**config.mk**
```make
export PLATFORM = sky130hd
export DESIGN_NAME = electrode_level_mode_filter
export DESIGN_NICKNAME = d
export VERILOG_FILES = /design/src/hw/rtl/elmf_pkg.sv /design/src/hw/rtl/electrode_level_mode_filter.sv /design/src/hw/rtl/elmf_mode_unit.sv
export SDC_FILE = /design/constraint.sdc
export NUM_CORES = 1
export LEC_CHECK = 0
export ABC_AREA = 0
export BUFFER_PORTS_ARGS = -buffer_cell sky130_fd_sc_hd__buf_2
export CAP_MARGIN = 25
export CORE_ASPECT_RATIO = 1.75
export CORE_MARGIN = 2
export CORE_UTILIZATION = 40
export CTS_CLUSTER_SIZE = 24
export DETAILED_ROUTE_END_ITERATION = 8
export SYNTH_ARGS = -nofsm -noshare
export SYNTH_HDL_FRONTEND = slang
export SYNTH_HIERARCHICAL = 1
export SYNTH_SLANG_ARGS = --single-unit
```
**constraint.sdc**
```tcl
create_clock -name i_clk -period 7.2 [get_ports i_clk]
set_input_delay 0.36 -clock i_clk [delete_from_list [all_inputs] [get_ports i_clk]]
set_output_delay 0.36 -clock i_clk [all_outputs]
set_load 0.03 [all_outputs]
```
**src/hw/rtl/elmf_pkg.sv**
```systemverilog
// ----------------------------------------------------------------------------
// elmf_pkg
// Types and constants shared by the electrode level mode filter blocks.
// ----------------------------------------------------------------------------
`default_nettype none

package elmf_pkg;

    typedef logic [2:0] t_code;

    typedef struct packed {
        logic [31:0] now_ms;
        logic [6:0]  electrodes;
        logic        link_up;
        logic        force_request;
    } t_in_item;

    typedef struct packed {
        logic [6:0] level_percent;
        t_code      level_code;
        logic       was_forced;
        logic       from_mode;
    } t_out_item;

    // status from the mode counting unit
    typedef struct packed {
        logic  done;
        t_code code;
    } t_mode_status;

    localparam int CFG_IDX_W = 2;
    localparam int CFG_DATA_W = 56;

    localparam logic [CFG_IDX_W-1:0] CFG_READ_INTERVAL   = 2'd0;
    localparam logic [CFG_IDX_W-1:0] CFG_REPORT_INTERVAL = 2'd1;
    localparam logic [CFG_IDX_W-1:0] CFG_CHANGE_THRESH   = 2'd2;
    localparam logic [CFG_IDX_W-1:0] CFG_PERCENT_TABLE   = 2'd3;

    localparam logic [31:0] READ_INTERVAL_RST   = 32'd1000;
    localparam logic [31:0] REPORT_INTERVAL_RST = 32'd5000;
    localparam logic [6:0]  CHANGE_THRESH_RST   = 7'd1;
    localparam logic [6:0]  PERCENT_MAX         = 7'd100;
    localparam t_code       CODE_NONE           = 3'd0;
    localparam t_code       CODE_LAST           = 3'd7;

endpackage

`default_nettype wire

```
**src/hw/rtl/electrode_level_mode_filter.sv**
```systemverilog
// ----------------------------------------------------------------------------
// electrode_level_mode_filter
// Electrode level sensing with a mode filter over recent readings and
// change-gated reporting.
// ----------------------------------------------------------------------------
// usage:
//   input requests carry time, electrode bits, link status and a force request;
//   o_in_stall is high while a request is in work. result requests leave
//   through an output register and are held there while i_out_stall is high.
//   a request with the link down ends in the idle state; a reading that
//   is not due ends at the read step; one without a report ends at the
//   report step. a raw forced report goes from the report step straight
//   to the publish step; a mode report first passes the mode step, the
//   mode unit stepping over the 8 possible codes one per cycle.
//   if the previous result is still stalled in the output register the
//   block waits at the publish step until it is taken.
//   configuration writes go straight into the registers and are meant for
//   idle time only.
//   reset (synchronous, active low) clears the history, counters, times,
//   force and link state and loads the register defaults; no result is
//   pending after reset.
// ----------------------------------------------------------------------------
`default_nettype none

module electrode_level_mode_filter
    import elmf_pkg::*;
#(
    parameter int HISTORY_DEPTH   = 5,
    parameter int ELECTRODE_COUNT = 7
) (
    input  wire                   i_clk,
    input  wire                   i_rst_n,
    input  wire                   i_in_valid,
    output logic                  o_in_stall,
    input  wire t_in_item         i_in_data,
    output logic                  o_out_valid,
    input  wire                   i_out_stall,
    output t_out_item             o_out_data,
    input  wire                   i_cfg_we,
    input  wire [CFG_IDX_W-1:0]   i_cfg_index,
    input  wire [CFG_DATA_W-1:0]  i_cfg_data
);

    localparam int WPW = (HISTORY_DEPTH > 1) ? $clog2(HISTORY_DEPTH) : 1;
    localparam int SCW = $clog2(HISTORY_DEPTH + 1);

    typedef enum logic [2:0] {
        S_IDLE,
        S_READ,
        S_RPT,
        S_MODE,
        S_PUB
    } t_state;

    t_state           r_state;
    logic [31:0]      r_read_interval;
    logic [31:0]      r_report_interval;
    logic [6:0]       r_thresh;
    logic [55:0]      r_table;

    t_code            r_hist [HISTORY_DEPTH];
    logic [WPW-1:0]   r_wp;
    logic [SCW-1:0]   r_sample_cnt;
    logic [31:0]      r_last_read;
    logic [31:0]      r_last_report;
    logic [6:0]       r_last_pct;
    logic             r_reported_once;
    logic             r_force_pending;
    logic             r_link_was_up;

    logic [31:0]      r_now;
    logic [6:0]       r_bits;
    logic             r_forced;
    logic             r_from_mode;
    t_code            r_code;
    logic             r_mode_start;

    logic             n_force_pending;
    t_code            raw_code;
    logic             read_due;
    logic             report_due;
    logic             hist_full;
    logic [63:0]      table_ext;
    logic [7:0]       pct_byte;
    logic [6:0]       pct;
    logic [6:0]       diff;
    logic             suppress;
    logic             out_free;
    logic             pub_fire;
    t_mode_status     mode_st;

    elmf_mode_unit #(
        .HISTORY_DEPTH(HISTORY_DEPTH)
    ) u_mode (
        .i_clk    (i_clk),
        .i_rst_n  (i_rst_n),
        .i_start  (r_mode_start),
        .i_hist   (r_hist),
        .o_status (mode_st)
    );

    assign o_in_stall = (r_state != S_IDLE);
    assign n_force_pending = r_force_pending || i_in_data.force_request ||
                             (i_in_data.link_up && !r_link_was_up);

    // highest covered electrode
    always_comb begin
        raw_code = CODE_NONE;
        for (int i = 0; i < ELECTRODE_COUNT; i++) begin
            if (r_bits[i]) begin
                raw_code = 3'(i + 1);
            end
        end
    end

    assign read_due   = ((r_now - r_last_read) > r_read_interval) || r_forced;
    assign report_due = ((r_now - r_last_report) >= r_report_interval) || r_forced;
    assign hist_full  = (r_sample_cnt == SCW'(HISTORY_DEPTH));

    assign table_ext = {8'd0, r_table};
    always_comb begin
        pct_byte = table_ext[{r_code - 3'd1, 3'b000} +: 8];
        if (r_code == CODE_NONE || 32'(r_code) > ELECTRODE_COUNT) begin
            pct = 7'd0;
        end else if (pct_byte > 8'(PERCENT_MAX)) begin
            pct = PERCENT_MAX;
        end else begin
            pct = pct_byte[6:0];
        end
        diff = (pct > r_last_pct) ? (pct - r_last_pct) : (r_last_pct - pct);
        suppress = !r_forced && r_reported_once && (diff < r_thresh);
    end

    assign out_free = !o_out_valid || !i_out_stall;
    assign pub_fire = (r_state == S_PUB) && !suppress && out_free;

    always_ff @(posedge i_clk) begin
        if (!i_rst_n) begin
            r_state           <= S_IDLE;
            r_read_interval   <= READ_INTERVAL_RST;
            r_report_interval <= REPORT_INTERVAL_RST;
            r_thresh          <= CHANGE_THRESH_RST;
            r_table           <= '0;
            for (int i = 0; i < HISTORY_DEPTH; i++) begin
                r_hist[i] <= CODE_NONE;
            end
            r_wp            <= '0;
            r_sample_cnt    <= '0;
            r_last_read     <= '0;
            r_last_report   <= '0;
            r_last_pct      <= '0;
            r_reported_once <= 1'b0;
            r_force_pending <= 1'b0;
            r_link_was_up   <= 1'b0;
            r_forced        <= 1'b0;
            r_from_mode     <= 1'b0;
            r_mode_start    <= 1'b0;
            o_out_valid     <= 1'b0;
        end else begin
            r_mode_start <= (r_state == S_RPT) && hist_full && report_due;
            o_out_valid  <= pub_fire || (o_out_valid && i_out_stall);

            if (i_cfg_we) begin
                case (i_cfg_index)
                    CFG_READ_INTERVAL:   r_read_interval   <= i_cfg_data[31:0];
                    CFG_REPORT_INTERVAL: r_report_interval <= i_cfg_data[31:0];
                    CFG_CHANGE_THRESH:   r_thresh          <= i_cfg_data[6:0];
                    CFG_PERCENT_TABLE:   r_table           <= i_cfg_data;
                    default: ;
                endcase
            end

            case (r_state)
                S_IDLE: begin
                    if (i_in_valid) begin
                        r_force_pending <= n_force_pending;
                        r_link_was_up   <= i_in_data.link_up;
                        r_forced        <= n_force_pending;
                        r_now           <= i_in_data.now_ms;
                        r_bits          <= i_in_data.electrodes;
                        if (i_in_data.link_up) begin
                            r_state <= S_READ;
                        end
                    end
                end
                S_READ: begin
                    if (read_due) begin
                        r_last_read   <= r_now;
                        r_hist[r_wp]  <= raw_code;
                        r_code        <= raw_code;
                        r_wp <= (r_wp == WPW'(HISTORY_DEPTH - 1)) ? '0 : r_wp + 1'b1;
                        if (!hist_full) begin
                            r_sample_cnt <= r_sample_cnt + 1'b1;
                        end
                        r_state <= S_RPT;
                    end else begin
                        r_state <= S_IDLE;
                    end
                end
                S_RPT: begin
                    if (hist_full && report_due) begin
                        r_force_pending <= 1'b0;
                        r_from_mode     <= 1'b1;
                        r_state         <= S_MODE;
                    end else if (r_forced) begin
                        r_force_pending <= 1'b0;
                        r_from_mode     <= 1'b0;
                        r_state         <= S_PUB;
                    end else begin
                        r_state <= S_IDLE;
                    end
                end
                S_MODE: begin
                    if (mode_st.done) begin
                        r_code  <= mode_st.code;
                        r_state <= S_PUB;
                    end
                end
                S_PUB: begin
                    if (suppress) begin
                        r_state <= S_IDLE;
                    end else if (out_free) begin
                        r_last_pct      <= pct;
                        r_reported_once <= 1'b1;
                        r_last_report   <= r_now;
                        o_out_data.level_percent <= pct;
                        o_out_data.level_code    <= r_code;
                        o_out_data.was_forced    <= r_forced;
                        o_out_data.from_mode     <= r_from_mode;
                        r_state <= S_IDLE;
                    end
                end
                default: begin
                    r_state <= S_IDLE;
                end
            endcase
        end
    end

endmodule

`default_nettype wire

```
**src/hw/rtl/elmf_mode_unit.sv**
```systemverilog
// ----------------------------------------------------------------------------
// elmf_mode_unit
// Finds the most frequent code in the history ring, one candidate code per
// cycle; ties go to the higher code.
// ----------------------------------------------------------------------------
`default_nettype none

module elmf_mode_unit
    import elmf_pkg::*;
#(
    parameter int HISTORY_DEPTH = 5
) (
    input  wire          i_clk,
    input  wire          i_rst_n,
    input  wire          i_start,
    input  wire t_code   i_hist [HISTORY_DEPTH],
    output t_mode_status o_status
);

    localparam int CW = $clog2(HISTORY_DEPTH + 1);

    logic          r_busy;
    t_code         r_cand;
    t_code         r_best;
    logic [CW-1:0] r_best_cnt;

    logic [CW-1:0] cnt;
    logic          take;

    // count of entries equal to the current candidate
    always_comb begin
        cnt = '0;
        for (int i = 0; i < HISTORY_DEPTH; i++) begin
            cnt = cnt + CW'(i_hist[i] == r_cand);
        end
        take = (cnt != '0) && (cnt >= r_best_cnt);
    end

    always_comb begin
        o_status.done = r_busy && (r_cand == CODE_LAST);
        o_status.code = take ? r_cand : r_best;
    end

    always_ff @(posedge i_clk) begin
        if (!i_rst_n) begin
            r_busy     <= 1'b0;
            r_cand     <= CODE_NONE;
            r_best     <= CODE_NONE;
            r_best_cnt <= '0;
        end else if (i_start) begin
            r_busy     <= 1'b1;
            r_cand     <= CODE_NONE;
            r_best     <= CODE_NONE;
            r_best_cnt <= '0;
        end else if (r_busy) begin
            if (take) begin
                r_best     <= r_cand;
                r_best_cnt <= cnt;
            end
            r_cand <= r_cand + 3'd1;
            if (r_cand == CODE_LAST) begin
                r_busy <= 1'b0;
            end
        end
    end

endmodule

`default_nettype wire

```
Word-level counts from Yosys, hierarchy flattened
Cells that the tools add are included.

word-level totals
  flip-flop bits (word level) = 293
  bits of input ports = 104
  output and inout port bits = 14
  word-level logic and storage cells = 161

operators by class
  add/subtract/negate cells = 12
  magnitude comparators = 8
  eq/ne operators = 21
  shift-type cells = 1
  multiplexer cells = 35
  bitwise logic cells = 4
  reductions and logical operators = 47

operators by type and width
  kind                 number
  $shiftx 64x7->8      1
  $sub 32x32->32       2
  $mux 3               17
  $ge 32x32->1         1
  $gt 32x32->1         1
  $mux 7               3
  $reduce_and 2->1     8
  $bwmux 15            1
  $eq 3x3->1           5
  $pmux 3 s5           1
  $sub 7x7->7          2
  $eq 3x3->1 const B   4
  $logic_and 1x1->1    12
  $reduce_and 3->1     4
  $reduce_and 4->1     3
  $add 3x1->3          3
  $add 3x1->3 const B  3
  $demux 3 s3          1
  $gt 8x7->1 const B   1
  $mux 1               8
  $ne 2x2->1 const B   4
  $gt 7x7->1           1
  $lt 7x7->1           1
  $eq 3x2->1 const B   2
  22 further kinds     39

Logic depth before layout (Yosys ltp)
Gate-level depths: netlist of the first run.

  depth in word-level cells = 13
  depth in mapped cells = 33
  mapped depth without buffers = 28

Cells and area by module
Netlist of the first run, hierarchy kept.

modules (own cells, without submodules)
  module                       times used  cells an instance  area an instance (um^2)  sequential area each (um^2)
  electrode_level_mode_filter  1           1902               16195.5                  6206.0
  elmf_mode_unit               1           86                 830.8                    200.2

Worst setup path after synthesis of the first run
OpenSTA, ideal clock, no wires.

  kind = flip-flop to flip-flop
  start = register r_code[0]
  end = register o_out_data[0] (netlist name) (enable)
  library setup time = 0.355 ns
  arrival time = 6.199 ns
  data required time = 6.845 ns
  setup slack = 0.647 ns
  cell stages (with the launch flop) = 33
  path buffers = 5
  cells stage by stage = edfxtp_1 > buf_6 > inv_2 > buf_6 > ha_1 > xor2_2 > buf_4 > mux2_2 > a22oi_1 > o21ai_2 > o21bai_1 > o21bai_2 > nand2_2 > inv_1 > ha_1 > nor2b_1 > o21ai_2 > a21boi_1 > o21ai_1 > a211oi_1 > or2_1 > buf_2 > mux2_2 > ha_1 > a21boi_0 > o21a_1 > o21a_1 > o21a_1 > o21a_1 > o21ai_0 > a221oi_2 > buf_2 > and2_1

on the way
  word-level cells in the longest chain between the ends = 11

ends and longest elaborated chain
  element                                           RTL line                            RTL
  from (decl)                                       electrode_level_mode_filter.sv:75   t_code r_code;
  from (signal assigned)                            electrode_level_mode_filter.sv:190  r_code <= raw_code;
  from (signal assigned)                            electrode_level_mode_filter.sv:215  r_code <= mode_st.code;
  $sub 3x1->3                                       electrode_level_mode_filter.sv:122  pct_byte = table_ext[{r_code - 3'd1, 3'b000} +: 8];
  $shiftx 64x7->8                                   electrode_level_mode_filter.sv:122
  $gt 8x7->1                                        electrode_level_mode_filter.sv:125  end else if (pct_byte > 8'(PERCENT_MAX)) begin
  $mux 7                                            electrode_level_mode_filter.sv:125
  $mux 7 (*)                                        electrode_level_mode_filter.sv:123  if (r_code == CODE_NONE || 32'(r_code) > ELECTRODE_COUNT) begin
  net pct[1]                                        electrode_level_mode_filter.sv:85   logic [6:0] pct;
  $sub 7x7->7 / $gt 7x7->1 (equally long branches)  electrode_level_mode_filter.sv:130  diff = (pct > r_last_pct) ? (pct - r_last_pct) : (r_last_pct - pct);
  $mux 7 (*)                                        electrode_level_mode_filter.sv:130
  $lt 7x7->1 (*)                                    electrode_level_mode_filter.sv:131  suppress = !r_forced && r_reported_once && (diff < r_thresh);
  $logic_and 1x1->1 (*)                             electrode_level_mode_filter.sv:131
  $not 1->1 (no line) (*)                           --
  $reduce_and 4->1 (no line) (*)                    --
  to (decl)                                         electrode_level_mode_filter.sv:38   output t_out_item o_out_data,

The timed path passes the listed nets; every way through them passes the cells marked *.
A chain may end at the register's enable or synchronous reset.

Worst setup path in the final report of the first run
  start = register r_code[1]
  end = register r_last_pct[1]

on the way
  word-level cells in the longest chain between the ends = 11

ends and longest elaborated chain
  element                                           RTL line                            RTL
  $sub 3x1->3                                       electrode_level_mode_filter.sv:122
  $shiftx 64x7->8                                   electrode_level_mode_filter.sv:122
  $gt 8x7->1                                        electrode_level_mode_filter.sv:125
  $mux 7                                            electrode_level_mode_filter.sv:125
  $mux 7 (*)                                        electrode_level_mode_filter.sv:123
  net pct[1]                                        electrode_level_mode_filter.sv:85
  $sub 7x7->7 / $gt 7x7->1 (equally long branches)  electrode_level_mode_filter.sv:130
  $mux 7                                            electrode_level_mode_filter.sv:130
  $lt 7x7->1                                        electrode_level_mode_filter.sv:131
  $logic_and 1x1->1                                 electrode_level_mode_filter.sv:131
  $not 1->1 (no line)                               --
  $reduce_and 3->1 (no line)                        --
  to (signal assigned)                              electrode_level_mode_filter.sv:223  r_last_pct <= pct;
  to (decl)                                         electrode_level_mode_filter.sv:66   logic [6:0] r_last_pct;

Marked as above.

==> results of run 1 <==
-- layout by cell type (no fill, tap or decap), types with 25 or more instances in the layout --
master | Yosys | routed
xor2_1 | 29 | 29
o21ai_0 | 33 | 33
inv_1 | 175 | 175
nor2_1 | 149 | 148
edfxtp_1 | 54 | 54
dlygate4sd3_1 | 0 | 40
xnor2_1 | 44 | 44
clkbuf_16 | 0 | 29
dfxtp_1 | 239 | 239
a21oi_1 | 264 | 264
a21o_1 | 59 | 59
nand2_1 | 289 | 289
mux2i_1 | 57 | 57
ha_1 | 158 | 158
nand3_1 | 26 | 25
buf_2 | 17 | 117
-- timing repair --
item | CTS | global route
endpoints found under the setup margin | 0 | 53
hold buffers | 40 | 0
setup buffers | 0 | 0
resized for setup | 0 | 5
endpoints found under the hold margin | 40 | 0
-- per-stage QoR --
step	std cells	cell area [µm²]	worst slack [ns]	total power [mW]	hold WS, ns
2_1_floorplan	1988	17000	0.647	4.26	0.408
6_report	2691	19600	0.469	6.61	0.0263
3_5_place_dp	2596	18100	0.0433	5.05	0.441
5_1_grt	2691	19600	0.0678	7.09	0.0187
3_3_place_gp	2595	18100	0.250	4.98	0.441
4_1_cts	2689	19500	0.0564	6.65	0.00234
-- registers in the layout, indices dropped and copies added, names as in the netlist, 3 cells and up --
register / count
r_thresh: 7
r_last_read: 32
r_sample_cnt: 3
u_mode/r_best_cnt: 3
r_state: 3
u_mode/r_cand: 3
r_read_interval: 32
u_mode/r_best: 3
r_last_pct: 7
r_wp: 3
r_now: 32
r_code: 3
r_report_interval: 32
r_last_report: 32
r_hist: 15
r_bits: 7
o_out_data: 12
r_table: 56
-- kinds of logic (layout without fill, tap and decap cells) --
group                      Yosys count  count (layout)  share of synthesized area, %
DFF                                293             293                          37.6
other                                0               1                             0
xor gates and xnor gates            74              74                          3.85
muxes                               79              79                          5.60
AOI/OAI and AO/OA                  506             506                          18.5
adders and majority gates          164             164                          12.3
and+or+nand+nor                    605             605                          15.9
buffers and inverters              267             408                          6.17
-- layout make-up --
type | instances | share of cell area, %
diodes | 1 | 0.0128
inverters | 177 | 3.42
flip-flops and latches | 293 | 32.7
multi-input cells | 1428 | 49.2
clock inverters | 7 | 0.371
well taps | 561 | 3.59
clock buffers | 46 | 4.60
repair buffers | 178 | 6.07
-- how the worst max path moves through the flow --
stage | endpoint | slack, ns | cells past startpoint
after floorplan | o_out_data[0]$_DFFE_PP_ | 0.65 | 32
after global placement | r_last_pct[0]$_SDFFE_PN0P_ | 0.25 | 30
after detailed placement | r_last_report[25]$_SDFFE_PN0P_ | 0.04 | 30
after CTS | r_last_pct[1]$_SDFFE_PN0P_ | 0.06 | 30
after global routing | r_last_pct[0]$_SDFFE_PN0P_ | 0.07 | 30
final | r_last_pct[1]$_SDFFE_PN0P_ | 0.47 | 30
-- layer usage --
| metal | track usage, % | share of wire (%) | vias up |
|---|---|---|---|
| met1 | 22.2 | 39 | 6537 |
| met4 | 9.77 | 4.8 | 0 |
| li1 | - | - | 7083 |
| met3 | 2.01 | 3.3 | 96 |
| met2 | 40.7 | 53 | 275 |
| met5 | 0 | 0 | - |
-- power by group through the flow --
stage	sequential [mW]	combinational [mW]	clock (mW)
2_1_floorplan	2.01	2.25	0
3_3_place_gp	2.03	2.95	0
3_5_place_dp	2.04	3.02	0
4_1_cts	2.00	3.05	1.60
5_1_grt	2.02	3.41	1.66
6_report	2.00	3.05	1.55
-- tightest hold or removal path: cells and delay by family --
family	cells	cell delay, ns
AO/OA/AOI/OAI	1	0.05
AND/OR/NAND/NOR	1	0.05
buffers and inverters	1	0.10
==> results.yml, run 1 <==
run_status:
  status: "completed"
pwr:
  seqPwrFrac_pct: 30.3
  p_comb_share_pct: 46.2
  powerDensity_nw_per_um2: 338
  clock_power_share_pct: 23.5
  ir_drop_mv: 0.171
  p_switching_mw: 2.58
  p_int_mw: 4.03
  power.share.switching_pct: 39.0
  power.leakage_nw: 7.74
timing:
  period_share_pct: 93.5
  fmax_mhz: 149
  setup_viol: 0
  fin_skew_ns: 0.0125
  finalSetupTns_ns: 0
  finalHoldViolCount: 0
  worstMarginPinSlew_ns: 0.964
  maxSlewViolCount: 0
  slew_headroom_pct: 35.7
  rsz0062_at_grt: "no"
  fin_crit_ns: 6.73
min_path:
  min_path_cells: 3
  min-delay-start: "i_cfg_data[54]"
  holdCritPathClass: "in -> reg"
  min_to: "r_table[54]$_SDFFE_PN0P_"
clock_tree:
  cts-buffers-inserted: 29
  worstSkewPairLatency_ns: 0.57
  cts_tree: "done"
  cts.sink_count: 293
  htreeDepth: 1
  cts_buffer_depth: 3
  cts.reportedPaths.clkPinSlew_ns: 0.07
  root_buffer: "clkbuf_16"
critical_path:
  ff2ff_setup_slack_ns: 0.47
  worstSetupPathType: "reg -> reg"
  path_buf_inv: 4
  cp.arrival_ns: 7.24
  slowest_delay_ns: 0.44
  start_kind: "flip-flop"
  crit_start: "r_code[1]$_DFFE_PP_"
  r2r_cells: 30
  crit_path_frequent_cell: "o21a_1"
  slowest_stage: "nor4_1"
  path_max_fanout: 40
  path_delay_family: "compound AO/OA/AOI/OAI gates"
  r2r_start: "r_code[1]$_DFFE_PP_"
  r2r-end: "r_last_pct[1]$_SDFFE_PN0P_"
  required_ns: 7.71
  crit_path_end_kind: "flip-flop"
die:
  num_rows: 100
  start_util_pct: 40.3
  dieArea_um2: 44300
  core-area_um2: 42300
  ios: 118
  die_y_um: 277
  chipWidth_um: 160
yosys:
  seq_area_frac_synth_pct: 37.6
  syn_area_um2: 17000
  synthCells: 1988
  synth_top_area_cell: "dfxtp_1"
  synth_fp_nets: 2256
  ys_top_cells_by_area: "dfxtp_1 28%, ha_1 12%, edfxtp_1 9.5%, a21oi_1 7.8%, nand2_1 6.4%"
  yosysUniqueCellTypes: 93
  synth_most_common_cell: "nand2_1"
  async_flop_share_pct: 0
  synth_seq_cells: 293
  synthFlopType: "dfxtp_1"
  yosys-top-cells-count: "289 x nand2_1, 264 x a21oi_1, 239 x dfxtp_1"
  synth-edff-count: 54
  avgSynthCellArea_um2: 8.56
  ys_warn_count: 6
  synth_top_area_share_pct: 28.1
finish:
  drive_above_1_share_pct: 12.0
  area_growth_pct: 14.9
  fin_util_pct: 46.3
  finalNetCount: 2375
  fill_cells: 4200
  multi_input_area_um2: 9630
  register_area_um2: 6410
grt:
  grt_usage_pct: 20.9
  grt_max_degree: 119
  grt_pass1_vias: 14170
  grt_pass1_wl_um: 74100
  antenna_found_initial: 1
  gr-total-overflow: 0
route:
  drt_iter0_markers: 599
  drc: 0
  vias_per_cell: 5.20
  ant_nets: 0
  wirelength_um: 46800
  dr.pass1.iters: 5
  wl_per_cell_um: 17.4
  vias: 13991
placed_design:
  hpwl_um: 35600
  port_buffers: 117
  place_congestion: 0.885
run:
  drv_cap: 0
Note: power is estimated with default switching activity, not from simulation.
==> inputs of run 2 (changes only) <==
CTS_BUF_LIST = sky130_fd_sc_hd__clkbuf_16   (was unset)
clock period = 8.34 ns   (was 7.2 ns; I/O delays follow)
==> run 2 against run 1 <==
- final cell count fell by 0.93%
- critical path depth fell by 3
- highest routed layer unchanged
- clock-buffer cell count fell by 15
- clock power fell by 18%
- die area did not move
- sequential share of layout area rose by 0.49 points
- worst hold slack improved by 0.0014 ns
- worst setup slack improved by 0.097 ns
- register-to-register slack improved by 0.097 ns
==> results.yml, run 2 (synthesis results as in run 1) <==
run_status:
  status: "completed"
die:
  num_rows: 100
  core-area_um2: 42300
  die_y_um: 277
  start_util_pct: 40.3
  ios: 118
  chipWidth_um: 160
  dieArea_um2: 44300
route:
  vias_per_cell: 5.27
  dr_wl_met3_um: 1640
  drt_iter0_markers: 591
  highest_layer: "met4"
  met1_length_um: 18200
  dr.pass1.iters: 5
  wirelength_um: 46500
  wl_per_cell_um: 17.4
  dr_wl_met2_um: 24300
  drc: 0
  ant_nets: 0
  vias: 14041
placed_design:
  dpl.cell_count: 2589
  port_buffers: 117
  place_congestion: 0.896
  hpwl_um: 35400
timing:
  worstMarginPinSlew_ns: 0.980
  holdWs_ns: 0.0277
  finalSetupTns_ns: 0
  fmax_mhz: 129
  fin_skew_ns: 0.0125
  setup_viol: 0
  fin_crit_ns: 7.77
  period_share_pct: 93.2
  finalHoldViolCount: 0
  slew_headroom_pct: 34.7
  rsz0062_at_grt: "no"
  maxSlewViolCount: 0
clock_tree:
  cts.sink_count: 293
  worstSkewPairLatency_ns: 0.57
  cts.reportedPaths.clkPinSlew_ns: 0.07
  cts.repair.resized: 0
  cts_tree: "done"
  cts_hold_buf: 27
  post_cts_buffers: 0
  cts_buffer_depth: 3
  root_buffer: "clkbuf_16"
  htreeDepth: 1
  cts-buffers-inserted: 28
pwr:
  power.share.switching_pct: 39.6
  p_switching_mw: 2.21
  p_comb_share_pct: 46.2
  ir_drop_mv: 0.206
  powerDensity_nw_per_um2: 290
  power.leakage_nw: 7.63
  p_total_mw: 5.58
  clock_power_share_pct: 22.7
  p_int_mw: 3.37
  seqPwrFrac_pct: 31.0
grt:
  grt_pass1_vias: 13944
  grt_pass1_wl_um: 74000
  grt_usage_pct: 20.7
  gr-total-overflow: 0
  grt_max_degree: 119
  antenna_found_initial: 0
critical_path:
  worstSetupPathType: "reg -> reg"
  path_max_fanout: 17
  start_kind: "flip-flop"
  required_ns: 8.54
  crit_path_end_kind: "flip-flop"
  cp.arrival_ns: 7.98
finish:
  largest_reg_flops: 56
  fill_cells: 4227
  finalNetCount: 2354
  drive_above_1_share_pct: 11.4
  fin_cells: 2666
  final_cell_mix: "289 x nand2_1, 264 x a21oi_1, 239 x dfxtp_1"
  area_growth_pct: 13.2
  final_common_cell: "nand2_1"
  regMostFlops: "r_table"
  antennaDiodeCount: 0
  fin_util_pct: 45.6
min_path:
  holdCritPathClass: "in -> reg"
run:
  drv_cap: 0
## run 2: changes by cell type in the layout (fill, tap and decap cells not counted), moves of 2 or more
cell / previous run / this run
inv_1: 175 / 180
clkbuf_8: 12 / 0
clkinv_1: 0 / 2
buf_4: 17 / 11
dlygate4sd3_1: 40 / 27
clkbuf_16: 29 / 31
inv_2: 1 / 3
clkinv_2: 2 / 5
clkbuf_1: 6 / 0
## run 2: final cells by class
type	instances	area, µm²	area share (%)
inverter	177	669	3.47
tap	561	702	3.64
clock inverter	18	113	0.584
timing repair buffer	158	1010	5.22
multi-input combinational	1428	9610	49.8
clock buffer	31	776	4.02
sequential	293	6410	33.2
## run 2: metrics by stage
step,area (µm²),worst slack [ns]
floorplan,17000,1.79
global placement,18100,0.849
detailed placement,18100,0.691
CTS,19300,0.648
global route,19300,0.0444
finish,19300,0.565
## run 2: worst max-delay path: stages, from the launching register on
cell and delay, ns:
edfxtp_1 0.55, inv_2 0.29, ha_1 0.24, xor2_2 0.76
mux2_2 0.31, a221oi_1 0.08, nor4_1 0.54, nor3_2 0.12
o21bai_2 0.24, nand2_2 0.12, inv_1 0.10, ha_1 0.32
nor2b_1 0.16, o21ai_2 0.07, a21boi_1 0.15, o21ai_1 0.09
a211oi_1 0.47, or2_1 0.39, mux2_2 0.39, ha_1 0.27
a21boi_0 0.21, o21a_1 0.14, o21a_1 0.10, o21a_1 0.10
o21a_1 0.11, o21ai_0 0.15, a221oi_4 0.37, and2_1 0.54
## run 2: power groups by stage
| stage | Clock, mW | Sequential [mW] | Combinational (mW) |
|---|---|---|---|
| finish | 1.27 | 1.73 | 2.58 |
| global route | 1.36 | 1.75 | 2.91 |
| CTS | 1.31 | 1.73 | 2.60 |
| detailed placement | 0 | 1.76 | 2.58 |
| global placement | 0 | 1.76 | 2.52 |
| floorplan | 0 | 1.73 | 1.94 |
## run 2: metal layers
metal	global-route usage, %	vias up
li1	-	7038
met1	22.8	6633
met2	39.3	273
met3	1.95	97
met4	10.3	0
met5	0	-
## run 2: worst paths after layout
check | startpoint | end | slack (ns) | cells after the start
hold reg to reg | r_table[13]$_SDFFE_PN0P_ | r_table[13]$_SDFFE_PN0P_ | 0.45 | 2
setup / recovery | r_code[0]$_DFFE_PP_ | o_out_data[11]$_DFFE_PP_ | 0.57 | 27
setup reg to reg | r_code[0]$_DFFE_PP_ | o_out_data[11]$_DFFE_PP_ | 0.57 | 27
hold / removal | i_in_data[28] | r_now[19]$_DFFE_PP_ | 0.03 | 1
==> inputs of run 3 (changes only) <==
PLACE_DENSITY = 0.68   (was unset)
==> run 3 against run 2 <==
- first-iteration DRC count rose by 25%
- critical path depth rose by 1
- sequential power barely moved
- final cell count fell by 0.75%
- die area did not move
- sequential cell count did not move
- critical endpoint is now o_out_data[2]$_DFFE_PP_
==> results.yml, run 3 (synthesis results as in run 1) <==
timing:
  finalSetupTns_ns: 0
  finalWorstSetupSlack_ns: 0.671
  period_share_pct: 92.0
  rsz0062_at_grt: "no"
  worstMarginPinSlew_ns: 1.01
  fmax_mhz: 130
  maxSlewViolCount: 0
  fin_skew_ns: 0.0172
  setup_viol: 0
  finalHoldViolCount: 0
  fin_crit_ns: 7.67
  slew_headroom_pct: 33.0
placed_design:
  hpwl_um: 35200
  port_buffers: 117
  dpl.cell_count: 2590
  dp_slack_ns: 0.691
  place_congestion: 0.893
grt:
  grt_pass1_vias: 13946
  grt_usage_pct: 20.5
  antenna_found_initial: 1
  gr-total-overflow: 0
  grt_pass1_wl_um: 73400
  grt_max_degree: 126
run:
  drv_cap: 0
finish:
  largest_reg_flops: 56
  regMostFlops: "r_table"
  final_common_cell: "nand2_1"
  multi_input_area_um2: 9610
  register_area_um2: 6410
  area_growth_pct: 12.4
  finalNetCount: 2331
  antennaDiodeCount: 0
  final_cell_mix: "289 x nand2_1, 264 x a21oi_1, 239 x dfxtp_1"
  fill_cells: 4184
  drive_above_1_share_pct: 11.6
  fin_cells: 2646
route:
  wirelength_um: 46300
  wl_per_cell_um: 17.5
  vias: 14095
  drt_iter0_markers: 737
  drc: 0
  dr.pass1.iters: 5
  vias_per_cell: 5.33
  ant_nets: 0
clock_tree:
  cts-buffers-inserted: 29
  cts.reportedPaths.clkPinSlew_ns: 0.07
  cts.sink_count: 293
  htreeDepth: 1
  cts_tree: "done"
  worstSkewPairLatency_ns: 0.57
  root_buffer: "clkbuf_16"
  cts_buffer_depth: 3
  post_cts_buffers: 0
critical_path:
  path_max_fanout: 13
  crit_path_frequent_cell: "o21a_1"
  worstSetupPathType: "reg -> reg"
  cp.arrival_ns: 7.87
  start_kind: "flip-flop"
  crit_path_end_kind: "flip-flop"
  slowest_stage: "xor2_2"
  required_ns: 8.54
  slowest_delay_ns: 0.62
  ff2ff_setup_slack_ns: 0.67
pwr:
  p_switching_mw: 2.22
  power.leakage_nw: 7.56
  p_comb_share_pct: 45.3
  ir_drop_mv: 0.177
  clock_power_share_pct: 24.3
  powerDensity_nw_per_um2: 298
  p_int_mw: 3.48
  power.share.switching_pct: 39.0
  seqPwrFrac_pct: 30.4
min_path:
  holdCritPathClass: "in -> reg"
die:
  start_util_pct: 40.3
  ios: 118
  die_y_um: 277
  core-area_um2: 42300
  num_rows: 100
  chipWidth_um: 160
  dieArea_um2: 44300
run_status:
  status: "completed"
## run 3: final cells by class
| type | instances | share of cell area, % |
|---|---|---|
| Clock buffer | 32 | 4.18 |
| Clock inverter | 21 | 1.03 |
| Tap cell | 561 | 3.67 |
| Multi-Input combinational cell | 1428 | 50.2 |
| Inverter | 177 | 3.50 |
| Timing Repair Buffer | 134 | 3.97 |
| Sequential cell | 293 | 33.5 |
## run 3: critical path: cells and delay by family, from the launching register on
family / cells / cell delay [ns]
compound gates: 12 / 2.20
xor+xnor: 1 / 0.62
fa+ha+maj: 3 / 0.82
buf+inv: 3 / 0.67
flops: 1 / 0.56
mux: 2 / 0.55
simple gates: 7 / 1.85
## run 3: worst paths after layout
kind	start	endpoint	depth (start not counted)
max	r_code[0]$_DFFE_PP_	o_out_data[2]$_DFFE_PP_	28
min	i_in_data[16]	r_now[7]$_DFFE_PP_	1
max reg2reg	r_code[0]$_DFFE_PP_	o_out_data[2]$_DFFE_PP_	28
min reg2reg	r_report_interval[11]$_SDFFE_PN0P_	r_report_interval[11]$_SDFFE_PN0P_	2
## run 3: what timing repair did
action | in CTS | in global routing
hold endpoints to repair | 3 | 0
gates resized for setup | 0 | 0
hold buffers | 3 | 0
## run 3: per-stage QoR
stage	hold WS, ns	utilization (%)	power [mW]	instance area, µm²
4_1_cts	0.0000422	45.3	5.75	19100
5_1_grt	0.00595	45.3	6.13	19100
3_5_place_dp	0.448	42.8	4.34	18100
6_report	0.0217	45.3	5.71	19100
2_1_floorplan	0.408	-	3.68	17000
3_3_place_gp	0.442	42.7	4.26	18100
## run 3: layer usage
layer	track usage, %	share of wire (%)	vias up
li1	-	-	7007
met1	22.0	39	6620
met2	38.4	51	349
met3	1.98	3.3	117
met4	12.3	6.4	2
met5	0	0.035	-
## run 3: power groups by stage
| stage | clock, mW | sequential [mW] | combinational [mW] |
|---|---|---|---|
| 6_report | 1.39 | 1.73 | 2.59 |
| 5_1_grt | 1.47 | 1.75 | 2.90 |
| 4_1_cts | 1.42 | 1.73 | 2.59 |
| 3_5_place_dp | 0 | 1.76 | 2.58 |
| 3_3_place_gp | 0 | 1.76 | 2.50 |
| 2_1_floorplan | 0 | 1.73 | 1.94 |
